File: src/hdl/ppdr_pkg.sv
package ppdr_pkg;

    // cordic iteration count, legal range 8 to 24
    localparam int CORDIC_STEPS = 16;
    localparam int STEP_W       = $clog2(CORDIC_STEPS);
    localparam int ATAN_IDX_W   = 5;

    // cordic vector and angle widths
    localparam int XY_W = 20;
    localparam int Z_W  = 33;

    // start vector length, 2^16 over the cordic gain
    localparam logic signed [XY_W-1:0] CORDIC_START = XY_W'(39797);

    // shared multiplier operand widths
    localparam int MUL_A_W = 41;
    localparam int MUL_B_W = 25;
    localparam int PROD_W  = 56;

    // configuration register indexes
    localparam logic [1:0] REG_START_X       = 2'd0;
    localparam logic [1:0] REG_START_Y       = 2'd1;
    localparam logic [1:0] REG_START_HEADING = 2'd2;

    // request kinds
    localparam logic REQ_VELOCITY = 1'b0;
    localparam logic REQ_STATE    = 1'b1;

    typedef enum logic [3:0] {
        ST_IDLE,
        ST_DECODE,
        ST_MUL_ANG,
        ST_MUL_LIN,
        ST_CORDIC_INIT,
        ST_CORDIC,
        ST_MUL_X,
        ST_MUL_Y,
        ST_ADD_Y,
        ST_RESULT
    } state_t;

    typedef enum logic [1:0] {
        MUL_ANG,
        MUL_LIN,
        MUL_X,
        MUL_Y
    } mul_sel_t;

    typedef struct packed {
        logic              load_in;
        logic              load_dt;
        logic              apply_state;
        logic              mul_en;
        mul_sel_t          mul_sel;
        logic              upd_heading;
        logic              cordic_init;
        logic              cordic_step;
        logic [STEP_W-1:0] step_idx;
        logic              add_x;
        logic              add_y;
        logic              load_out;
        logic              moved;
    } cmd_t;

    typedef struct packed {
        logic req_state;
        logic active;
    } stat_t;

    typedef struct packed {
        logic        wr_x;
        logic        wr_y;
        logic        wr_h;
        logic [31:0] data;
    } cfg_wr_t;

    // arctangent of 2^-i in 2^32-per-turn units
    function automatic logic [31:0] atan_value(input logic [ATAN_IDX_W-1:0] idx);
        logic [31:0] v;
        case (idx)
            5'd0:    v = 32'd536870912;
            5'd1:    v = 32'd316933406;
            5'd2:    v = 32'd167458907;
            5'd3:    v = 32'd85004756;
            5'd4:    v = 32'd42667331;
            5'd5:    v = 32'd21354465;
            5'd6:    v = 32'd10679838;
            5'd7:    v = 32'd5340245;
            5'd8:    v = 32'd2670163;
            5'd9:    v = 32'd1335087;
            5'd10:   v = 32'd667544;
            5'd11:   v = 32'd333772;
            5'd12:   v = 32'd166886;
            5'd13:   v = 32'd83443;
            5'd14:   v = 32'd41722;
            5'd15:   v = 32'd20861;
            5'd16:   v = 32'd10430;
            5'd17:   v = 32'd5215;
            5'd18:   v = 32'd2608;
            5'd19:   v = 32'd1304;
            5'd20:   v = 32'd652;
            5'd21:   v = 32'd326;
            5'd22:   v = 32'd163;
            5'd23:   v = 32'd81;
            default: v = 32'd0;
        endcase
        return v;
    endfunction

endpackage

File: src/hdl/ppdr_ctrl.sv
module ppdr_ctrl
(
    input  logic            clk,
    input  logic            rst_n,
    input  logic            s_tvalid,
    output logic            s_tready,
    output logic            m_tvalid,
    input  logic            m_tready,
    input  ppdr_pkg::stat_t stat,
    output ppdr_pkg::cmd_t  cmd
);

    ppdr_pkg::state_t                state_reg, state_next;
    logic [ppdr_pkg::STEP_W-1:0]     step_reg, step_next;
    logic                            moved_reg, moved_next;
    logic                            out_valid_reg, out_valid_next;
    logic                            step_last;
    logic                            out_free;

    assign step_last = (step_reg == ppdr_pkg::STEP_W'(ppdr_pkg::CORDIC_STEPS - 1));
    assign out_free  = !out_valid_reg || m_tready;

    always_ff @(posedge clk or negedge rst_n)
    begin
        if (!rst_n)
        begin
            state_reg     <= ppdr_pkg::ST_IDLE;
            step_reg      <= '0;
            moved_reg     <= 1'b0;
            out_valid_reg <= 1'b0;
        end
        else
        begin
            state_reg     <= state_next;
            step_reg      <= step_next;
            moved_reg     <= moved_next;
            out_valid_reg <= out_valid_next;
        end
    end

    // next state
    always_comb
    begin
        state_next = state_reg;
        case (state_reg)
            ppdr_pkg::ST_IDLE:
            begin
                if (s_tvalid)
                    state_next = ppdr_pkg::ST_DECODE;
            end
            ppdr_pkg::ST_DECODE:
            begin
                if (!stat.req_state && stat.active)
                    state_next = ppdr_pkg::ST_MUL_ANG;
                else
                    state_next = ppdr_pkg::ST_RESULT;
            end
            ppdr_pkg::ST_MUL_ANG:     state_next = ppdr_pkg::ST_MUL_LIN;
            ppdr_pkg::ST_MUL_LIN:     state_next = ppdr_pkg::ST_CORDIC_INIT;
            ppdr_pkg::ST_CORDIC_INIT: state_next = ppdr_pkg::ST_CORDIC;
            ppdr_pkg::ST_CORDIC:
            begin
                if (step_last)
                    state_next = ppdr_pkg::ST_MUL_X;
            end
            ppdr_pkg::ST_MUL_X:       state_next = ppdr_pkg::ST_MUL_Y;
            ppdr_pkg::ST_MUL_Y:       state_next = ppdr_pkg::ST_ADD_Y;
            ppdr_pkg::ST_ADD_Y:       state_next = ppdr_pkg::ST_RESULT;
            ppdr_pkg::ST_RESULT:
            begin
                if (out_free)
                    state_next = ppdr_pkg::ST_IDLE;
            end
            default:                  state_next = ppdr_pkg::ST_IDLE;
        endcase
    end

    // outputs and counters
    always_comb
    begin
        cmd            = '0;
        cmd.mul_sel    = ppdr_pkg::MUL_ANG;
        cmd.step_idx   = step_reg;
        cmd.moved      = moved_reg;
        s_tready       = 1'b0;
        step_next      = step_reg;
        moved_next     = moved_reg;
        out_valid_next = out_valid_reg && !m_tready;
        case (state_reg)
            ppdr_pkg::ST_IDLE:
            begin
                s_tready    = 1'b1;
                cmd.load_in = s_tvalid;
            end
            ppdr_pkg::ST_DECODE:
            begin
                cmd.load_dt     = 1'b1;
                cmd.apply_state = stat.req_state;
                moved_next      = !stat.req_state && stat.active;
            end
            ppdr_pkg::ST_MUL_ANG:
            begin
                cmd.mul_en  = 1'b1;
                cmd.mul_sel = ppdr_pkg::MUL_ANG;
            end
            ppdr_pkg::ST_MUL_LIN:
            begin
                cmd.mul_en      = 1'b1;
                cmd.mul_sel     = ppdr_pkg::MUL_LIN;
                cmd.upd_heading = 1'b1;
            end
            ppdr_pkg::ST_CORDIC_INIT:
            begin
                cmd.cordic_init = 1'b1;
                step_next       = '0;
            end
            ppdr_pkg::ST_CORDIC:
            begin
                cmd.cordic_step = 1'b1;
                step_next       = step_reg + 1'b1;
            end
            ppdr_pkg::ST_MUL_X:
            begin
                cmd.mul_en  = 1'b1;
                cmd.mul_sel = ppdr_pkg::MUL_X;
            end
            ppdr_pkg::ST_MUL_Y:
            begin
                cmd.mul_en  = 1'b1;
                cmd.mul_sel = ppdr_pkg::MUL_Y;
                cmd.add_x   = 1'b1;
            end
            ppdr_pkg::ST_ADD_Y:
            begin
                cmd.add_y = 1'b1;
            end
            ppdr_pkg::ST_RESULT:
            begin
                if (out_free)
                begin
                    cmd.load_out   = 1'b1;
                    out_valid_next = 1'b1;
                end
            end
            default:
            begin
                cmd = '0;
            end
        endcase
    end

    assign m_tvalid = out_valid_reg;

endmodule

File: src/hdl/ppdr_dpath.sv
module ppdr_dpath
(
    input  logic              clk,
    input  logic              rst_n,
    input  ppdr_pkg::cmd_t    cmd,
    input  ppdr_pkg::cfg_wr_t cfg_wr,
    output ppdr_pkg::stat_t   stat,
    input  logic              in_req_type,
    input  logic [31:0]       in_now_time,
    input  logic [23:0]       in_lin_speed,
    input  logic [23:0]       in_turn_rate,
    input  logic              in_active_now,
    output logic [31:0]       out_pos_x,
    output logic [31:0]       out_pos_y,
    output logic [15:0]       out_heading,
    output logic              out_moved
);

    // latched input word
    logic                 req_reg;
    logic [31:0]          now_reg;
    logic signed [23:0]   spd_reg;
    logic signed [23:0]   rate_reg;
    logic                 act_in_reg;

    // pose state
    logic [31:0]          x_pos_reg;
    logic [31:0]          y_pos_reg;
    logic [15:0]          heading_reg;
    logic                 active_reg;
    logic [31:0]          last_time_reg;

    // working registers
    logic [31:0]                           dt_reg;
    logic signed [39:0]                    dlin_reg;
    logic [ppdr_pkg::PROD_W-1:0]           prod_reg;
    logic signed [ppdr_pkg::XY_W-1:0]      cx_reg;
    logic signed [ppdr_pkg::XY_W-1:0]      cy_reg;
    logic signed [ppdr_pkg::Z_W-1:0]       cz_reg;

    // shared multiplier
    logic signed [ppdr_pkg::MUL_A_W-1:0]   mul_a;
    logic signed [ppdr_pkg::MUL_B_W-1:0]   mul_b;
    logic signed [ppdr_pkg::MUL_A_W+ppdr_pkg::MUL_B_W-1:0] mul_p;

    // cordic start and step terms
    logic                                  flip;
    logic [31:0]                           ang32;
    logic signed [ppdr_pkg::XY_W-1:0]      sh_x;
    logic signed [ppdr_pkg::XY_W-1:0]      sh_y;
    logic signed [ppdr_pkg::Z_W-1:0]       atan_z;

    always_comb
    begin
        case (cmd.mul_sel)
            ppdr_pkg::MUL_ANG:
            begin
                mul_a = ppdr_pkg::MUL_A_W'({1'b0, dt_reg});
                mul_b = ppdr_pkg::MUL_B_W'(rate_reg);
            end
            ppdr_pkg::MUL_LIN:
            begin
                mul_a = ppdr_pkg::MUL_A_W'({1'b0, dt_reg});
                mul_b = ppdr_pkg::MUL_B_W'(spd_reg);
            end
            ppdr_pkg::MUL_X:
            begin
                mul_a = ppdr_pkg::MUL_A_W'(dlin_reg);
                mul_b = ppdr_pkg::MUL_B_W'(cx_reg);
            end
            ppdr_pkg::MUL_Y:
            begin
                mul_a = ppdr_pkg::MUL_A_W'(dlin_reg);
                mul_b = ppdr_pkg::MUL_B_W'(cy_reg);
            end
            default:
            begin
                mul_a = '0;
                mul_b = '0;
            end
        endcase
    end

    assign mul_p = mul_a * mul_b;

    // left half plane is turned by half a turn
    assign flip   = (heading_reg[15:14] == 2'b01) || (heading_reg[15:14] == 2'b10);
    assign ang32  = {heading_reg[15] ^ flip, heading_reg[14:0], 16'b0};
    assign sh_x   = cx_reg >>> cmd.step_idx;
    assign sh_y   = cy_reg >>> cmd.step_idx;
    assign atan_z = ppdr_pkg::Z_W'(ppdr_pkg::atan_value(
                        ppdr_pkg::ATAN_IDX_W'(cmd.step_idx)));

    always_ff @(posedge clk)
    begin
        if (cmd.load_in)
        begin
            req_reg    <= in_req_type;
            now_reg    <= in_now_time;
            spd_reg    <= in_lin_speed;
            rate_reg   <= in_turn_rate;
            act_in_reg <= in_active_now;
        end
        if (cmd.load_dt)
            dt_reg <= now_reg - last_time_reg;
        if (cmd.mul_en)
            prod_reg <= mul_p[ppdr_pkg::PROD_W-1:0];
        if (cmd.cordic_init)
        begin
            dlin_reg <= prod_reg[55:16];
            cx_reg   <= flip ? -ppdr_pkg::CORDIC_START : ppdr_pkg::CORDIC_START;
            cy_reg   <= '0;
            cz_reg   <= ppdr_pkg::Z_W'(signed'(ang32));
        end
        else if (cmd.cordic_step)
        begin
            if (!cz_reg[ppdr_pkg::Z_W-1])
            begin
                cx_reg <= cx_reg - sh_y;
                cy_reg <= cy_reg + sh_x;
                cz_reg <= cz_reg - atan_z;
            end
            else
            begin
                cx_reg <= cx_reg + sh_y;
                cy_reg <= cy_reg - sh_x;
                cz_reg <= cz_reg + atan_z;
            end
        end
        if (cmd.load_out)
        begin
            out_pos_x   <= x_pos_reg;
            out_pos_y   <= y_pos_reg;
            out_heading <= heading_reg;
            out_moved   <= cmd.moved;
        end
    end

    always_ff @(posedge clk or negedge rst_n)
    begin
        if (!rst_n)
        begin
            x_pos_reg     <= '0;
            y_pos_reg     <= '0;
            heading_reg   <= '0;
            active_reg    <= 1'b0;
            last_time_reg <= '0;
        end
        else
        begin
            if (cfg_wr.wr_x)
                x_pos_reg <= cfg_wr.data;
            else if (cmd.add_x)
                x_pos_reg <= x_pos_reg + prod_reg[47:16];
            if (cfg_wr.wr_y)
                y_pos_reg <= cfg_wr.data;
            else if (cmd.add_y)
                y_pos_reg <= y_pos_reg + prod_reg[47:16];
            if (cfg_wr.wr_h)
                heading_reg <= cfg_wr.data[15:0];
            else if (cmd.upd_heading)
                heading_reg <= heading_reg + prod_reg[31:16];
            if (cmd.apply_state)
            begin
                active_reg <= act_in_reg;
                if (act_in_reg && !active_reg)
                    last_time_reg <= now_reg;
            end
            else if (cmd.upd_heading)
                last_time_reg <= now_reg;
        end
    end

    assign stat.req_state = (req_reg == ppdr_pkg::REQ_STATE);
    assign stat.active    = active_reg;

endmodule

File: src/hdl/planar_pose_dead_reckoning.sv
// planar pose dead reckoning: keeps x, y (signed q16.16 m) and a 16-bit binary heading
// and integrates them from velocity command words. a velocity word taken while active
// adds dt * turn_rate to the heading, then moves x and y by dt * lin_speed along the
// cosine and sine of the new heading; a state word (tuser = 1) sets the active flag and
// reloads the last time on a change to active. every input word returns one pose word.
// an active velocity word runs through decode, the iterative cordic (one rotation per
// cycle) and the single shared multiplier used four times in turn before its result;
// any other word goes from decode straight to the result.
// the next input word is taken once the current result sits in the output register.
// writing start_x, start_y or start_heading also loads that part of the pose at once.
module planar_pose_dead_reckoning
(
    input  logic        clk,
    input  logic        rst_n,
    // input stream
    input  logic        s_tvalid,
    output logic        s_tready,
    input  logic [87:0] s_tdata,   // now_time[31:0], lin_speed[55:32], turn_rate[79:56],
                                   // active_now[80], zero[87:81]
    input  logic        s_tuser,   // req_type[0]
    // result stream
    output logic        m_tvalid,
    input  logic        m_tready,
    output logic [87:0] m_tdata,   // pos_x[31:0], pos_y[63:32], heading_out[79:64],
                                   // pose_moved[80], zero[87:81]
    // configuration port
    input  logic        psel,
    input  logic        penable,
    input  logic        pwrite,
    input  logic [3:0]  paddr,
    input  logic [31:0] pwdata,
    output logic [31:0] prdata,
    output logic        pready
);

    ppdr_pkg::cmd_t    cmd;
    ppdr_pkg::stat_t   stat;
    ppdr_pkg::cfg_wr_t cfg_wr;

    // start registers, kept here for read back
    logic [31:0] start_x_reg;
    logic [31:0] start_y_reg;
    logic [15:0] start_heading_reg;

    logic        apb_write;
    logic [1:0]  reg_idx;

    logic [31:0] pos_x;
    logic [31:0] pos_y;
    logic [15:0] heading_out;
    logic        pose_moved;

    assign pready    = 1'b1;
    assign apb_write = psel && penable && pwrite && pready;
    assign reg_idx   = paddr[3:2];

    // write strobes, out-of-range indexes fall through
    assign cfg_wr.wr_x = apb_write && (reg_idx == ppdr_pkg::REG_START_X);
    assign cfg_wr.wr_y = apb_write && (reg_idx == ppdr_pkg::REG_START_Y);
    assign cfg_wr.wr_h = apb_write && (reg_idx == ppdr_pkg::REG_START_HEADING);
    assign cfg_wr.data = pwdata;

    always_ff @(posedge clk or negedge rst_n)
    begin
        if (!rst_n)
        begin
            start_x_reg       <= '0;
            start_y_reg       <= '0;
            start_heading_reg <= '0;
        end
        else
        begin
            if (cfg_wr.wr_x)
                start_x_reg <= pwdata;
            if (cfg_wr.wr_y)
                start_y_reg <= pwdata;
            if (cfg_wr.wr_h)
                start_heading_reg <= pwdata[15:0];
        end
    end

    // read back mux
    always_comb
    begin
        case (reg_idx)
            ppdr_pkg::REG_START_X:       prdata = start_x_reg;
            ppdr_pkg::REG_START_Y:       prdata = start_y_reg;
            ppdr_pkg::REG_START_HEADING: prdata = {16'b0, start_heading_reg};
            default:                     prdata = '0;
        endcase
    end

    // sequencer: walks decode, multiplies, cordic steps and result hand-off
    ppdr_ctrl u_ctrl
    (
        .clk      (clk),
        .rst_n    (rst_n),
        .s_tvalid (s_tvalid),
        .s_tready (s_tready),
        .m_tvalid (m_tvalid),
        .m_tready (m_tready),
        .stat     (stat),
        .cmd      (cmd)
    );

    // pose state, shared multiplier, cordic and output register
    ppdr_dpath u_dpath
    (
        .clk           (clk),
        .rst_n         (rst_n),
        .cmd           (cmd),
        .cfg_wr        (cfg_wr),
        .stat          (stat),
        .in_req_type   (s_tuser),
        .in_now_time   (s_tdata[31:0]),
        .in_lin_speed  (s_tdata[55:32]),
        .in_turn_rate  (s_tdata[79:56]),
        .in_active_now (s_tdata[80]),
        .out_pos_x     (pos_x),
        .out_pos_y     (pos_y),
        .out_heading   (heading_out),
        .out_moved     (pose_moved)
    );

    assign m_tdata = {7'b0, pose_moved, heading_out, pos_y, pos_x};

endmodule
File: config.mk
export PLATFORM = sky130hd
export DESIGN_NAME = planar_pose_dead_reckoning
export DESIGN_NICKNAME = d
export VERILOG_FILES = /design/src/hdl/ppdr_pkg.sv /design/src/hdl/ppdr_ctrl.sv /design/src/hdl/ppdr_dpath.sv /design/src/hdl/planar_pose_dead_reckoning.sv
export SDC_FILE = /design/constraint.sdc
export NUM_CORES = 2
export LEC_CHECK = 0
export ABC_AREA = 1
export BUFFER_PORTS_ARGS = -buffer_cell sky130_fd_sc_hd__buf_2
export CAP_MARGIN = 25
export CORE_MARGIN = 5
export CORE_UTILIZATION = 65
export DETAILED_ROUTE_END_ITERATION = 12
export GPL_TIMING_DRIVEN = 0
export PLACE_DENSITY_LB_ADDON = 0.3
export SYNTH_ARGS = -nofsm -noshare
export SYNTH_HDL_FRONTEND = slang
export SYNTH_SLANG_ARGS = --single-unit
File: constraint.sdc
create_clock -name clk -period 16.8 [get_ports clk]
set_input_delay 3.36 -clock clk [delete_from_list [all_inputs] [get_ports clk]]
set_output_delay 3.36 -clock clk [all_outputs]
set_load 0.01 [all_outputs]
==> impl_metrics.yaml <==
outcome:
  status: "finished clean"
clock_network:
  cts_resized: 0
  clock_latency_ns: 0.66
  cts_made_buffers: 52
  clock-root-buffer: "clkbuf_16"
  cts.reportedPaths.clkPinSlew_ns: 0.06
  cts_max_path_buffers: 3
  clock_sinks: 551
  post_cts_buffers: 0
  postCtsHoldBufs: 0
  h-tree-depth: 2
  cts_tree: "built"
sta:
  report.final.hold_viol_count: 0
  fin_setup_tns_ns: 0
  max_freq_ghz: 0.0880
  min_period_over_period: 0.676
  relSlewSlack: 0.163
  setup_viol: 0
  tightestPinTransition_ns: 1.25
  fin_crit_ns: 11.37
  rsz0062_at_grt: "no"
  slew_violations: 0
  finClkSkew_ns: 0.0444
logic_synthesis:
  synthTopCellsByArea: "fa_1 (29%), edfxtp_1 (15%), nand2_1 (9.1%)"
  yosysWarnings: 0
  synth_top_cell_area_share: 0.286
  ys_async_sr_fraction: 0.368
  ys.flop_type: "edfxtp_1"
  postSynthAreaPerCell_um2: 8.41
  synth_area_um2: 63200
  synth-seq-cells: 551
  synth_top_area_cell: "fa_1"
  synth_cells: 7515
  synth.distinct_cells: 69
  synth-seq-area-share: 0.240
  synth_enable_flop_cells: 312
worst_setup_path:
  path_buf_inv: 12
  critPathSlowestCell: "clkbuf_1"
  cp-startpoint: "u_ctrl.state_reg[3]"
  criticalPathCategory: "reg2reg"
  required_ns: 17.19
  crit_family: "adder cells"
  crit_arrival_ns: 11.75
  critPathMaxFanout: 10
  reg2reg_from: "u_ctrl.state_reg[3]"
  crit_path_start_kind: "flip-flop"
  cp_slowest_stage_delay_ns: 0.84
  cp-end-kind: "flip-flop"
routing:
  detail_route.wl_per_cell_um: 23.9
  wl_um: 219000
  vias: 55764
  antenna_left: 0
  via_per_inst: 6.08
  drt_iter0_drc: 7053
  drc: 0
  dr.pass1.iters: 9
floorplan:
  num_io_pins: 255
  die-area_um2: 104000
  rows: 114
  start_util: 0.654
  die_width_um: 322
  die_h_um: 322
  core_um2: 96600
global_route:
  grt_max_degree: 119
  grt_pass1_wl_um: 329000
  track_usage: 0.422
  antenna_found_initial: 12
  grt.overflow.total: 0
  grt_pass1_vias: 55520
place:
  dpl.hpwl_um: 182000
  gp_congestion: 1.06
  io_buffers: 237
  dpl.cell_count: 9062
min_path:
  hp-start: "u_dpath.prod_reg[48]"
  hold_path.class: "reg2reg"
final_layout:
  layout.nets: 9228
  areaGrowthSynthToFinish_pct: 8.15
  fill_cells: 7744
  drive_gt1_frac: 0.0631
  instances_no_fill: 9176
job:
  cap_violations: 0
logic make-up after synthesis:
| logic type | synth area share |
|---|---|
| other cells | 0.000119 |
| compound gates | 0.0982 |
| fa+ha+maj | 0.355 |
| simple gates | 0.171 |
| mux | 0.000653 |
| flops | 0.240 |
| xor+xnor | 0.0305 |
| buf+inv | 0.105 |
cells in the final DEF (no fill, tap or decap), types with 17 or more instances in the layout:
cell type / synthesis / final
a21o_1: 17 / 17
a21oi_1: 332 / 330
a31oi_1: 27 / 27
buf_1: 17 / 17
buf_2: 28 / 266
buf_4: 17 / 28
clkbuf_1: 201 / 214
clkbuf_16: 0 / 55
clkinv_1: 15 / 18
dfrtp_1: 203 / 203
dfxtp_1: 36 / 36
edfxtp_1: 312 / 312
fa_1: 904 / 904
ha_1: 345 / 345
inv_1: 1417 / 1417
inv_2: 23 / 23
nand2_1: 1532 / 1532
nand3_1: 266 / 266
nand4_1: 31 / 31
nor2_1: 745 / 743
nor3_1: 43 / 43
o211ai_1: 71 / 71
o21a_1: 23 / 23
o21ai_0: 389 / 381
o21ai_1: 52 / 58
o21bai_1: 30 / 30
o221ai_1: 38 / 38
o22ai_1: 26 / 26
or2_2: 24 / 24
xnor2_1: 74 / 74
xor2_1: 146 / 146
cell usage after synthesis (all sizes together) (2+ instances only):
cell type,n
nand2,1536
inv,1442
fa,904
nor2,756
o21ai,450
ha,345
a21oi,334
edfxtp,312
nand3,266
dfrtp,203
clkbuf,201
xor2,146
xnor2,74
o211ai,71
buf,68
nor3,44
o221ai,38
dfxtp,36
nand4,32
o21bai,30
a31oi,28
or2,28
o22ai,26
o21a,24
a21o,17
nor4,16
clkinv,15
o31ai,14
a21boi,10
o2111ai,9
a211oi,7
a221oi,5
nand3b,4
and2,3
mux2i,3
a22o,2
a22oi,2
a31o,2
conb,2
nor3b,2
area by class of cell:
type	count	area [um^2]	share of cell area
Sequential cell	551	15200	0.222
Clock inverter	21	289	0.00423
Antenna cell	9	22.5	0.000330
Timing Repair Buffer	272	1660	0.0242
Inverter	1457	5470	0.0801
Multi-Input combinational cell	5244	41500	0.607
Tap cell	1276	1600	0.0234
Clock buffer	77	1520	0.0222
Buffer	269	1160	0.0169
final timing paths:
check,slack [ns],cells after the start,endpoint
max,5.43,34,u_dpath.prod_reg[53]
min,0.42,0,u_dpath.dlin_reg[32]
max reg2reg,5.43,34,u_dpath.prod_reg[53]
min reg2reg,0.42,0,u_dpath.dlin_reg[32]
max in group asynchronous,12.98,2,u_dpath.last_time_reg[3]
min in group asynchronous,2.71,1,u_dpath.y_pos_reg[0]
per-stage QoR:
step	util	hold slack, ns	area [um^2]	worst slack [ns]
2_1_floorplan	-	0.400	63200	8.90
3_3_place_gp	0.684	0.402	66000	5.66
3_5_place_dp	0.688	0.405	66400	6.02
4_1_cts	0.707	0.425	68200	6.02
5_1_grt	0.708	0.430	68300	5.13
6_report	0.708	0.423	68400	5.43
routing by layer:
metal  GRT usage  wire length [um]
met1       0.567             81900
met2       0.623             93100
met3       0.133             29500
met4       0.218             14800
met5     0.00556               159
Power is not shown: default switching activity piles up to over one toggle a cycle in this logic, so the estimate is an artifact.
